--- config.mk ---
export PLATFORM = sky130hd
export DESIGN_NAME = subnet_table_match_core
export DESIGN_NICKNAME = d
export VERILOG_FILES = /design/src/rtl/stm_pkg.sv /design/src/rtl/subnet_table_match_core.sv
export SDC_FILE = /design/constraint.sdc
export NUM_CORES = 2
export LEC_CHECK = 0
export ABC_CLOCK_PERIOD_IN_PS = 19000
export BUFFER_PORTS_ARGS = -buffer_cell sky130_fd_sc_hd__buf_2
export CAP_MARGIN = 10
export CORE_UTILIZATION = 42
export CTS_BUF_LIST = sky130_fd_sc_hd__clkbuf_16
export DETAILED_ROUTE_END_ITERATION = 12
export MAX_ROUTING_LAYER = met4
export PLACE_DENSITY = 0.67
export SYNTH_ARGS = -nofsm -noshare
export SYNTH_HDL_FRONTEND = slang
export SYNTH_MEMORY_MAX_BITS = 65536
export SYNTH_SLANG_ARGS = --single-unit
export TNS_END_PERCENT = 1
--- constraint.sdc ---
create_clock -name clock -period 19 [get_ports clock]
set_input_delay 0 -clock clock [delete_from_list [all_inputs] [get_ports clock]]
set_output_delay 0 -clock clock [all_outputs]
set_load 0.02 [all_outputs]
--- src/rtl/stm_pkg.sv ---
// Package for the subnet table match core: entry type, status, opcode and
// family codes, and the prefix mask builder.
// No dependencies.
`default_nettype none

package stm_pkg;

   // Request opcodes
   localparam logic OP_ADD   = 1'b0;
   localparam logic OP_MATCH = 1'b1;

   // Address families
   localparam logic FAM_V4 = 1'b0;
   localparam logic FAM_V6 = 1'b1;

   // Response status codes
   localparam logic [1:0] STATUS_OK      = 2'd0;
   localparam logic [1:0] STATUS_NOMATCH = 2'd1;
   localparam logic [1:0] STATUS_RANGE   = 2'd2;
   localparam logic [1:0] STATUS_FULL    = 2'd3;

   // Longest legal prefix per family
   localparam logic [7:0] PREFIX_MAX_V4 = 8'd32;
   localparam logic [7:0] PREFIX_MAX_V6 = 8'd128;

   // IPv4 lives in the top 32 bits of the high half
   localparam logic [63:0] V4_PART = 64'hFFFF_FFFF_0000_0000;

   // One stored subnet
   typedef struct packed {
      logic        family;
      logic [63:0] addr_hi;
      logic [63:0] addr_lo;
      logic [63:0] mask_hi;
      logic [63:0] mask_lo;
   } entry_type;

   // Top len bits set of a 128-bit mask; each bit is an independent compare
   function automatic logic [127:0] prefix_mask(input logic [7:0] len);
      logic [127:0] mask;
      mask = '0;
      for (int i = 0; i < 128; i++) begin
         mask[127 - i] = (8'(i) < len);
      end
      return mask;
   endfunction

endpackage

`default_nettype wire

--- src/rtl/subnet_table_match_core.sv ---
// Subnet table match core: stores subnets and matches addresses by prefix.
// Add: request latched, then S_ADD writes a legal entry and registers the result.
// Match: one stored entry compared per cycle through a registered memory read;
// result in the next cycle on an empty table, else after a hit or the last entry.
// busy stays high until the result is produced; the receiver cannot stall.
// Synchronous active-high reset empties the table; entry contents are not cleared.
`default_nettype none

module subnet_table_match_core
   import stm_pkg::*;
#(
   parameter int MAX_SUBNETS = 16
) (
   input  wire logic        clock,
   input  wire logic        reset,
   input  wire logic        start,
   output      logic        busy,
   input  wire logic        req_opcode,
   input  wire logic        req_family,
   input  wire logic [63:0] req_addr_hi,
   input  wire logic [63:0] req_addr_lo,
   input  wire logic        req_mask_given,
   input  wire logic [7:0]  req_prefix_len,
   input  wire logic [63:0] req_mask_hi,
   input  wire logic [63:0] req_mask_lo,
   output      logic        rsp_strobe,
   output      logic [1:0]  rsp_status
);

   localparam int CNT_W = $clog2(MAX_SUBNETS + 1);
   localparam int IDX_W = (MAX_SUBNETS > 1) ? $clog2(MAX_SUBNETS) : 1;
   localparam logic [CNT_W-1:0] CNT_MAX = CNT_W'(MAX_SUBNETS);
   localparam logic [CNT_W-1:0] CNT_ONE = CNT_W'(1);

   typedef enum logic [2:0] {
      S_IDLE = 3'b001,
      S_ADD  = 3'b010,
      S_SCAN = 3'b100
   } state_type;

   state_type        state_ff, state_in;
   logic [CNT_W-1:0] count_ff, count_in;
   logic [CNT_W-1:0] ptr_ff, ptr_in;
   logic             rd_vld_ff, rd_vld_in;
   logic             rd_last_ff, rd_last_in;
   logic             rsp_strobe_ff, rsp_strobe_in;
   logic [1:0]       rsp_status_ff, rsp_status_in;

   // Latched request payload
   logic        family_ff;
   logic [63:0] addr_hi_ff, addr_lo_ff;
   logic        mask_given_ff;
   logic [7:0]  prefix_len_ff;
   logic [63:0] mask_hi_ff, mask_lo_ff;

   entry_type entry_mem [MAX_SUBNETS];
   entry_type rd_ff;
   entry_type wr_entry;

   logic             accept;
   logic             issue;
   logic             wr_en;
   logic             hit;
   logic             table_full;
   logic             prefix_bad;
   logic [127:0]     built_mask;
   logic [63:0]      eff_mask_hi, eff_mask_lo;

   assign accept = start && (state_ff == S_IDLE);
   assign busy   = (state_ff != S_IDLE);

   // Build the entry for an add: explicit or prefix mask, IPv4 trimmed
   always_comb begin
      built_mask = prefix_mask(prefix_len_ff);
      if (mask_given_ff) begin
         eff_mask_hi = mask_hi_ff;
         eff_mask_lo = mask_lo_ff;
      end else begin
         eff_mask_hi = built_mask[127:64];
         eff_mask_lo = built_mask[63:0];
      end
      wr_entry.family = family_ff;
      if (family_ff == FAM_V6) begin
         wr_entry.addr_hi = addr_hi_ff;
         wr_entry.addr_lo = addr_lo_ff;
         wr_entry.mask_hi = eff_mask_hi;
         wr_entry.mask_lo = eff_mask_lo;
      end else begin
         wr_entry.addr_hi = addr_hi_ff & V4_PART;
         wr_entry.addr_lo = '0;
         wr_entry.mask_hi = eff_mask_hi & V4_PART;
         wr_entry.mask_lo = '0;
      end
   end

   assign table_full = (count_ff == CNT_MAX);
   assign prefix_bad = !mask_given_ff &&
                       (prefix_len_ff > ((family_ff == FAM_V6) ? PREFIX_MAX_V6
                                                               : PREFIX_MAX_V4));
   assign wr_en = (state_ff == S_ADD) && !table_full && !prefix_bad;

   // Shared compare unit: one registered entry against the request address
   assign hit = rd_vld_ff && (rd_ff.family == family_ff) &&
                (((addr_hi_ff ^ rd_ff.addr_hi) & rd_ff.mask_hi) == 64'd0) &&
                (((addr_lo_ff ^ rd_ff.addr_lo) & rd_ff.mask_lo) == 64'd0);

   assign issue = (state_ff == S_SCAN) && (ptr_ff < count_ff);

   // Sequencer
   always_comb begin
      state_in      = state_ff;
      count_in      = count_ff;
      ptr_in        = ptr_ff;
      rd_vld_in     = issue;
      rd_last_in    = issue && ((ptr_ff + CNT_ONE) == count_ff);
      rsp_strobe_in = 1'b0;
      rsp_status_in = rsp_status_ff;
      case (state_ff)
         S_IDLE: begin
            rd_vld_in = 1'b0;
            ptr_in    = '0;
            if (accept) begin
               if (req_opcode == OP_ADD) begin
                  state_in = S_ADD;
               end else if (count_ff == '0) begin
                  rsp_strobe_in = 1'b1;
                  rsp_status_in = STATUS_NOMATCH;
               end else begin
                  state_in = S_SCAN;
               end
            end
         end
         S_ADD: begin
            state_in      = S_IDLE;
            rsp_strobe_in = 1'b1;
            if (table_full) begin
               rsp_status_in = STATUS_FULL;
            end else if (prefix_bad) begin
               rsp_status_in = STATUS_RANGE;
            end else begin
               rsp_status_in = STATUS_OK;
               count_in      = count_ff + CNT_ONE;
            end
         end
         S_SCAN: begin
            if (issue) begin
               ptr_in = ptr_ff + CNT_ONE;
            end
            // finish on the first hit or after the last entry
            if (hit) begin
               state_in      = S_IDLE;
               rsp_strobe_in = 1'b1;
               rsp_status_in = STATUS_OK;
            end else if (rd_vld_ff && rd_last_ff) begin
               state_in      = S_IDLE;
               rsp_strobe_in = 1'b1;
               rsp_status_in = STATUS_NOMATCH;
            end
         end
         default: begin
            state_in = S_IDLE;
         end
      endcase
   end

   // Control registers
   always_ff @(posedge clock) begin
      if (reset) begin
         state_ff      <= S_IDLE;
         count_ff      <= '0;
         ptr_ff        <= '0;
         rd_vld_ff     <= 1'b0;
         rd_last_ff    <= 1'b0;
         rsp_strobe_ff <= 1'b0;
      end else begin
         state_ff      <= state_in;
         count_ff      <= count_in;
         ptr_ff        <= ptr_in;
         rd_vld_ff     <= rd_vld_in;
         rd_last_ff    <= rd_last_in;
         rsp_strobe_ff <= rsp_strobe_in;
      end
   end

   // Payload registers: hold the request for the whole operation
   always_ff @(posedge clock) begin
      rsp_status_ff <= rsp_status_in;
      if (accept) begin
         family_ff     <= req_family;
         addr_hi_ff    <= req_addr_hi;
         addr_lo_ff    <= req_addr_lo;
         mask_given_ff <= req_mask_given;
         prefix_len_ff <= req_prefix_len;
         mask_hi_ff    <= req_mask_hi;
         mask_lo_ff    <= req_mask_lo;
      end
   end

   // Entry memory: one write port, one registered read port
   always_ff @(posedge clock) begin
      if (wr_en) begin
         entry_mem[count_ff[IDX_W-1:0]] <= wr_entry;
      end
      if (issue) begin
         rd_ff <= entry_mem[ptr_ff[IDX_W-1:0]];
      end
   end

   assign rsp_strobe = rsp_strobe_ff;
   assign rsp_status = rsp_status_ff;

endmodule

`default_nettype wire

# == Word-level counts from Yosys, hierarchy flattened ==
# Memory sizes are Yosys's and may differ from the RTL's. A register that Yosys moved wholly into a read port is not among the register bits.
# Index checks and enable logic that the tools add are counted.
# classes
addsub,2
order_cmp,130
mux,28
n_bitwise,6
reduce_logical,23
eq_ne,13
# ops
cell,n
7-bit by 8-bit less-than comparator with 1-bit output (first input constant),64
6-bit by 8-bit less-than comparator with 1-bit output (first input constant),32
224-bit 2-to-1 mux,1
64-bit bitwise AND,2
64-bit zero test,2
5-bit by 8-bit less-than comparator with 1-bit output (first input constant),16
64-bit 2-to-1 mux,2
64-bit bitwise XOR,2
4-bit by 8-bit less-than comparator with 1-bit output (first input constant),8
3-bit by 8-bit less-than comparator with 1-bit output (first input constant),4
1-bit by 8-bit less-than comparator with 1-bit output (first input constant),2
2-bit by 8-bit less-than comparator with 1-bit output (first input constant),2
3-bit 2-to-1 mux,5
2-bit 2-to-1 mux,7
5-bit by 1-bit adder with 5-bit output (second input constant),2
1-bit logical AND,10
5-bit one-hot mux with 2 select lines,1
8-bit > comparator,1
8-bit 2-to-1 mux,1
1-bit 2-to-1 mux,7
2-bit != test (second input constant),3
2-bit one-hot mux with 3 select lines,1
3-bit one-hot mux with 2 select lines,1
3-bit AND reduction,2
other kinds (21),24
# word_totals
output_inout_bits,4
ram_bits,4112
n_memories,1
ff_bits,284
# memory_table
name,depth,width,read_ports,rd_ports_with_merged_regs,wr,line,text
entry_mem,16,257,1,1,1,subnet_table_match_core.sv:56,entry_type entry_mem [MAX_SUBNETS];

# == Depth between registers and ports, before layout ==
# depth
ltp_word,7
depth_mapped,14
depth_no_buf,10

# == Worst setup path before layout ==
# Ideal clock, no wire load.
# synth_timing
path_kind,reg2reg
startpoint,reg family_ff
endpoint,"mem entry_mem[0][0] (netlist bit), enable pin"
setup_ps,1189
n_path_buf,4
synth_period_minus_slack_ps,21062
setup_slack_ps,-2062
stages_incl_launch_ff,13
arrival_ps,19872
path_cell_list,edfxtp_1 clkbuf_1 inv_1 clkbuf_1 buf_1 ha_1 nand2_1 o32a_1 o221ai_2 and3_1 buf_4 nand2_1 nor3_1
# synth_via
elab_chain_cells,7
# synth_lines
element,line,text
from (decl),subnet_table_match_core.sv:50,logic family_ff;
from (signal assigned),subnet_table_match_core.sv:189,family_ff <= req_family;
8-bit 2-to-1 mux,subnet_table_match_core.sv:98,(prefix_len_ff > ((family_ff == FAM_V6) ? PREFIX_MAX_V6
8-bit > comparator,subnet_table_match_core.sv:98,
1-bit logical AND,subnet_table_match_core.sv:97,assign prefix_bad = !mask_given_ff &&
1-bit zero test,subnet_table_match_core.sv:100,assign wr_en = (state_ff == S_ADD) && !table_full && !prefix_bad;
1-bit logical AND,subnet_table_match_core.sv:100,
1-bit 2-to-1 mux,subnet_table_match_core.sv:201,if (wr_en) begin
1-bit 2-to-1 mux (implied by the code),subnet_table_match_core.sv:202,entry_mem[count_ff[IDX_W-1:0]] <= wr_entry;
to (decl),subnet_table_match_core.sv:56,
# Every way passes these cells.

# == Worst setup path after layout ==
# layout_timing
startpoint,reg family_ff
endpoint,"mem entry_mem[9][148] (netlist bit), enable pin"
# Same word-level chain as after synthesis.

==> impl_results.md <==
- Outcome: finished, final reports clean
- Worst Setup End Kind: flip-flop
- Min Clock Period, post-route: approximately 7.0 ns
- Leakage: about 63 nW
- Full die area: 420,100 um^2
- Max Buffers Root-to-Sink: 4
- Initial antenna violation count: 26
- Hpwl dp: 264.9 mm
- MaxCap Viol Count: 0
- # rows: roughly 240
- Nets: around 8.6k
- Top Ports: 274
- EDFF count, synth: between 4k and 5k
- TritonCTS sink count: 4,653
- Post-Place Worst Slack: 12.19 ns
- Maximum number of pins on one net before global-route repair: 153
- Setup Crit Path Kind: reg -> reg
- DRC: 0
- Synth cell types: 52
- Synth Instances: a little over 7k
- DR WL/cell: about 33 um
- Worst Tran Pin Value: ~1.4 ns
- Crit start category: flip-flop
- FFs w/ async S/R, synth: 0
- Via count: 84.24k
- Yosys reg bits: ~4.7k
- First-pass GRT wire length: about 660 mm
- Initial Utilization: 0.4232
- Syn_nets: between 7k and 8k
- CP max stage cell: buf_4
- Worst IR Drop VDD: just over 0.00009 V
- All-Layer GR Usage: 0.2299
- Layout cells sized above 1: 0.2820
- Vias in the first global route: between 80k and 90k
- Sequential cell area: around 140,000 um^2
- Hold WC Path Type: in -> reg
- Total gr overflow: 0
- Mapped Area: around 180,000 um^2
- CP most frequent cell: buf_4
- DR vias/cell: between 5 and 6
- Die width: approximately 650 um
- Final Skew: 0.1329 ns
- Period utilisation layout: 0.3674
- Fillers: 32.05k
- Routed WL: approximately 470 mm
- Power Density: just over 100 nW/um^2
- Worst-skew pair later-pin latency: around 1.1 ns
- Sequential-to-total area share from yosys stat: 0.7959
- Pins over their slew limit: 0
- Gpl congestion: between 0.9 and 1
- Area of the multi-input gates: 34,350 um^2
- Root Buffer: clkbuf_16
- CP Max Fanout: 55
- DRT Pass-1 Iters: 8
- Final ANT Viol Nets: 0
- Port-buffer cells: about 270
- Num CTS Buffers: between 400 and 500
- Ys flop type: edfxtp_1
- PnR worst setup slack: ~12 ns
- CTS tree: yes
- CP max stage delay: roughly 0.73 ns
- DRT iter0 DRCs: around 11k
- Worst-path clk slew: 0.06 ns
- Dpl cells: roughly 13k
- Die Height: 648.1 um
- Core Region: between 400,000 and 500,000 um^2
- Slew headroom: 0.07793
- RSZ-0062 raised after global routing: false
- Ys Warns: 0
- Fmax: 143.2 MHz
- Cell breakdown of the critical path: inv_4, ha_1, nand2_1, o32a_1, o221ai_2, and3_1, nand2_1, nor2_4, buf_4, buf_4, buf_4, buf_4
- Setup violations, final: 0
- Final hold violation count: 0
- H-tree lvl count: 5
- Area Overhead vs Synth: 16.63%
- Post-route insts no fill: 14.20k
- Avg Inst Size Synth: 24.28 um^2
- CP Data Required Time: ~20 ns
- CP Data Arrival Time: 7.57 ns
- Post-CTS setup buffers: 0
## kinds of logic after synthesis
group | count (synthesis) | synth area share
buffers and inverters | 402 | 0.009184
xor gates and xnor gates | 138 | 0.006893
DFF | 4653 | 0.7959
and+or+nand+nor | 364 | 0.01076
AOI/OAI and AO/OA | 366 | 0.01350
muxes | 1288 | 0.1629
adders and majority gates | 12 | 0.0008563
## cells in the final DEF (no fill, tap or decap), types with 6 or more instances in the layout
master | netlist | routed
buf_2 | 78 | 273
dfxtp_1 | 16 | 12
clkbuf_16 | 0 | 446
nor2_1 | 103 | 91
nand3_1 | 13 | 13
buf_4 | 1 | 196
clkinv_4 | 0 | 7
and2_1 | 101 | 100
clkinv_16 | 0 | 7
bufinv_16 | 0 | 62
mux4_2 | 1252 | 1252
o21ai_0 | 48 | 48
a2bb2oi_1 | 11 | 10
clkinv_1 | 0 | 85
nand4_1 | 18 | 18
nor2_4 | 0 | 12
xnor2_1 | 7 | 7
clkinv_2 | 0 | 93
a221oi_1 | 29 | 29
a22oi_1 | 58 | 58
ha_1 | 12 | 12
buf_12 | 0 | 19
xor2_1 | 131 | 129
nand2_1 | 52 | 52
edfxtp_1 | 4637 | 4637
inv_16 | 0 | 6
a211oi_1 | 64 | 63
mux2i_1 | 36 | 36
clkinvlp_4 | 0 | 22
a21oi_1 | 133 | 131
diode_2 | 0 | 23
nor3_2 | 0 | 6
dlygate4sd3_1 | 0 | 540
inv_1 | 34 | 98
inv_6 | 0 | 12
nor3_1 | 14 | 7
nor2b_1 | 36 | 36
## metal layers
layer  share of wire  global-route usage
met1            0.37              0.2977
met2            0.49              0.3638
met3           0.094             0.04267
met4           0.046             0.08742
met5               0                   -
## state kept, by name, indices dropped and copies added, names as in the netlist, 2 cells and up
register	cells
addr_hi_ff	64
addr_lo_ff	64
count_ff	5
mask_lo_ff	64
entry_mem	4112
state_ff	3
mask_hi_ff	64
prefix_len_ff	8
rsp_status	2
rd_ff	257
ptr_ff	5
## timing repair
action	4_1_cts	5_1_grt
gates resized for setup	0	0
hold endpoints to repair	347	0
hold buffers	540	0
## layout make-up
type	count	share of cell area
multi-input cells	2168	0.1680
clock inverters	366	0.01784
diodes	23	0.0002814
flip-flops and latches	4653	0.6825
inverters	34	0.0006730
well taps	5474	0.03349
clock buffers	446	0.05458
repair buffers	1036	0.04264
## critical path: cells and delay by family, from the launching register on
family	cells	cell delay [ns]
simple gates	4	1.43
flops	1	0.49
compound gates	2	0.81
buf+inv	5	3.17
fa+ha+maj	1	0.34
## Yosys cell counts (7+ instances only)
master | n | area, um^2
and2_1 | 101 | 631.9
xnor2_1 | 7 | 61.31
a21oi_1 | 133 | 665.6
mux2i_1 | 36 | 360.4
a22oi_1 | 58 | 435.4
xor2_1 | 131 | 1147
a211oi_1 | 64 | 480.5
mux4_2 | 1252 | 28200
a2bb2oi_1 | 11 | 96.34
nor3_1 | 14 | 70.07
buf_2 | 78 | 390.4
clkbuf_1 | 241 | 904.6
ha_1 | 12 | 150.1
o21ai_0 | 48 | 240.2
dfxtp_1 | 16 | 320.3
nand2_1 | 52 | 195.2
nand3_1 | 13 | 65.06
edfxtp_1 | 4637 | 139200
nand4_1 | 18 | 112.6
nor2b_1 | 36 | 225.2
buf_1 | 48 | 180.2
nor2_1 | 103 | 386.6
inv_1 | 34 | 127.6
a221oi_1 | 29 | 254.0
## power by group
| group | total, W | leakage (nW) | switching, W | internal [W] |
|---|---|---|---|---|
| combinational | 0.000530 | 13.0 | 0.000380 | 0.000150 |
| sequential | 0.0115 | 42.3 | 0.0000855 | 0.0114 |
| clock | 0.00902 | 7.49 | 0.00390 | 0.00513 |
| total | 0.0210 | 62.8 | 0.00436 | 0.0167 |
## through the flow
| step | total power (W) | instance area [um^2] | TNS, ns | hold slack, ns | utilization |
|---|---|---|---|---|---|
| 3_3_place_gp | 0.01210 | 184000 | 0 | 0.1775 | 0.4443 |
| 2_1_floorplan | 0.01182 | 175300 | -1545.41 | 0.07508 | - |
| 5_1_grt | 0.02152 | 204500 | 0 | 0.2043 | 0.4936 |
| 4_1_cts | 0.02110 | 204300 | 0 | 0.1665 | 0.4931 |
| 6_report | 0.02103 | 204500 | 0 | 0.2264 | 0.4936 |
| 3_5_place_dp | 0.01212 | 184100 | 0 | 0.1781 | 0.4443 |
## path summary, 6_finish.rpt
kind | startpoint | endpoint | slack [ns] | cells past startpoint
worst max register to register | family_ff$_DFFE_PP_ | entry_mem[9][148]$_DFFE_PP_ | 12.02 | 12
worst min register to register | ptr_ff[4]$_SDFFE_PP0P_ | ptr_ff[4]$_SDFFE_PP0P_ | 0.58 | 2
worst max-delay path | family_ff$_DFFE_PP_ | entry_mem[9][148]$_DFFE_PP_ | 12.02 | 12
worst min-delay path | req_mask_hi[54] | mask_hi_ff[54]$_DFFE_PP_ | 0.23 | 3
No activity file was read; power rests on OpenSTA's default activity.
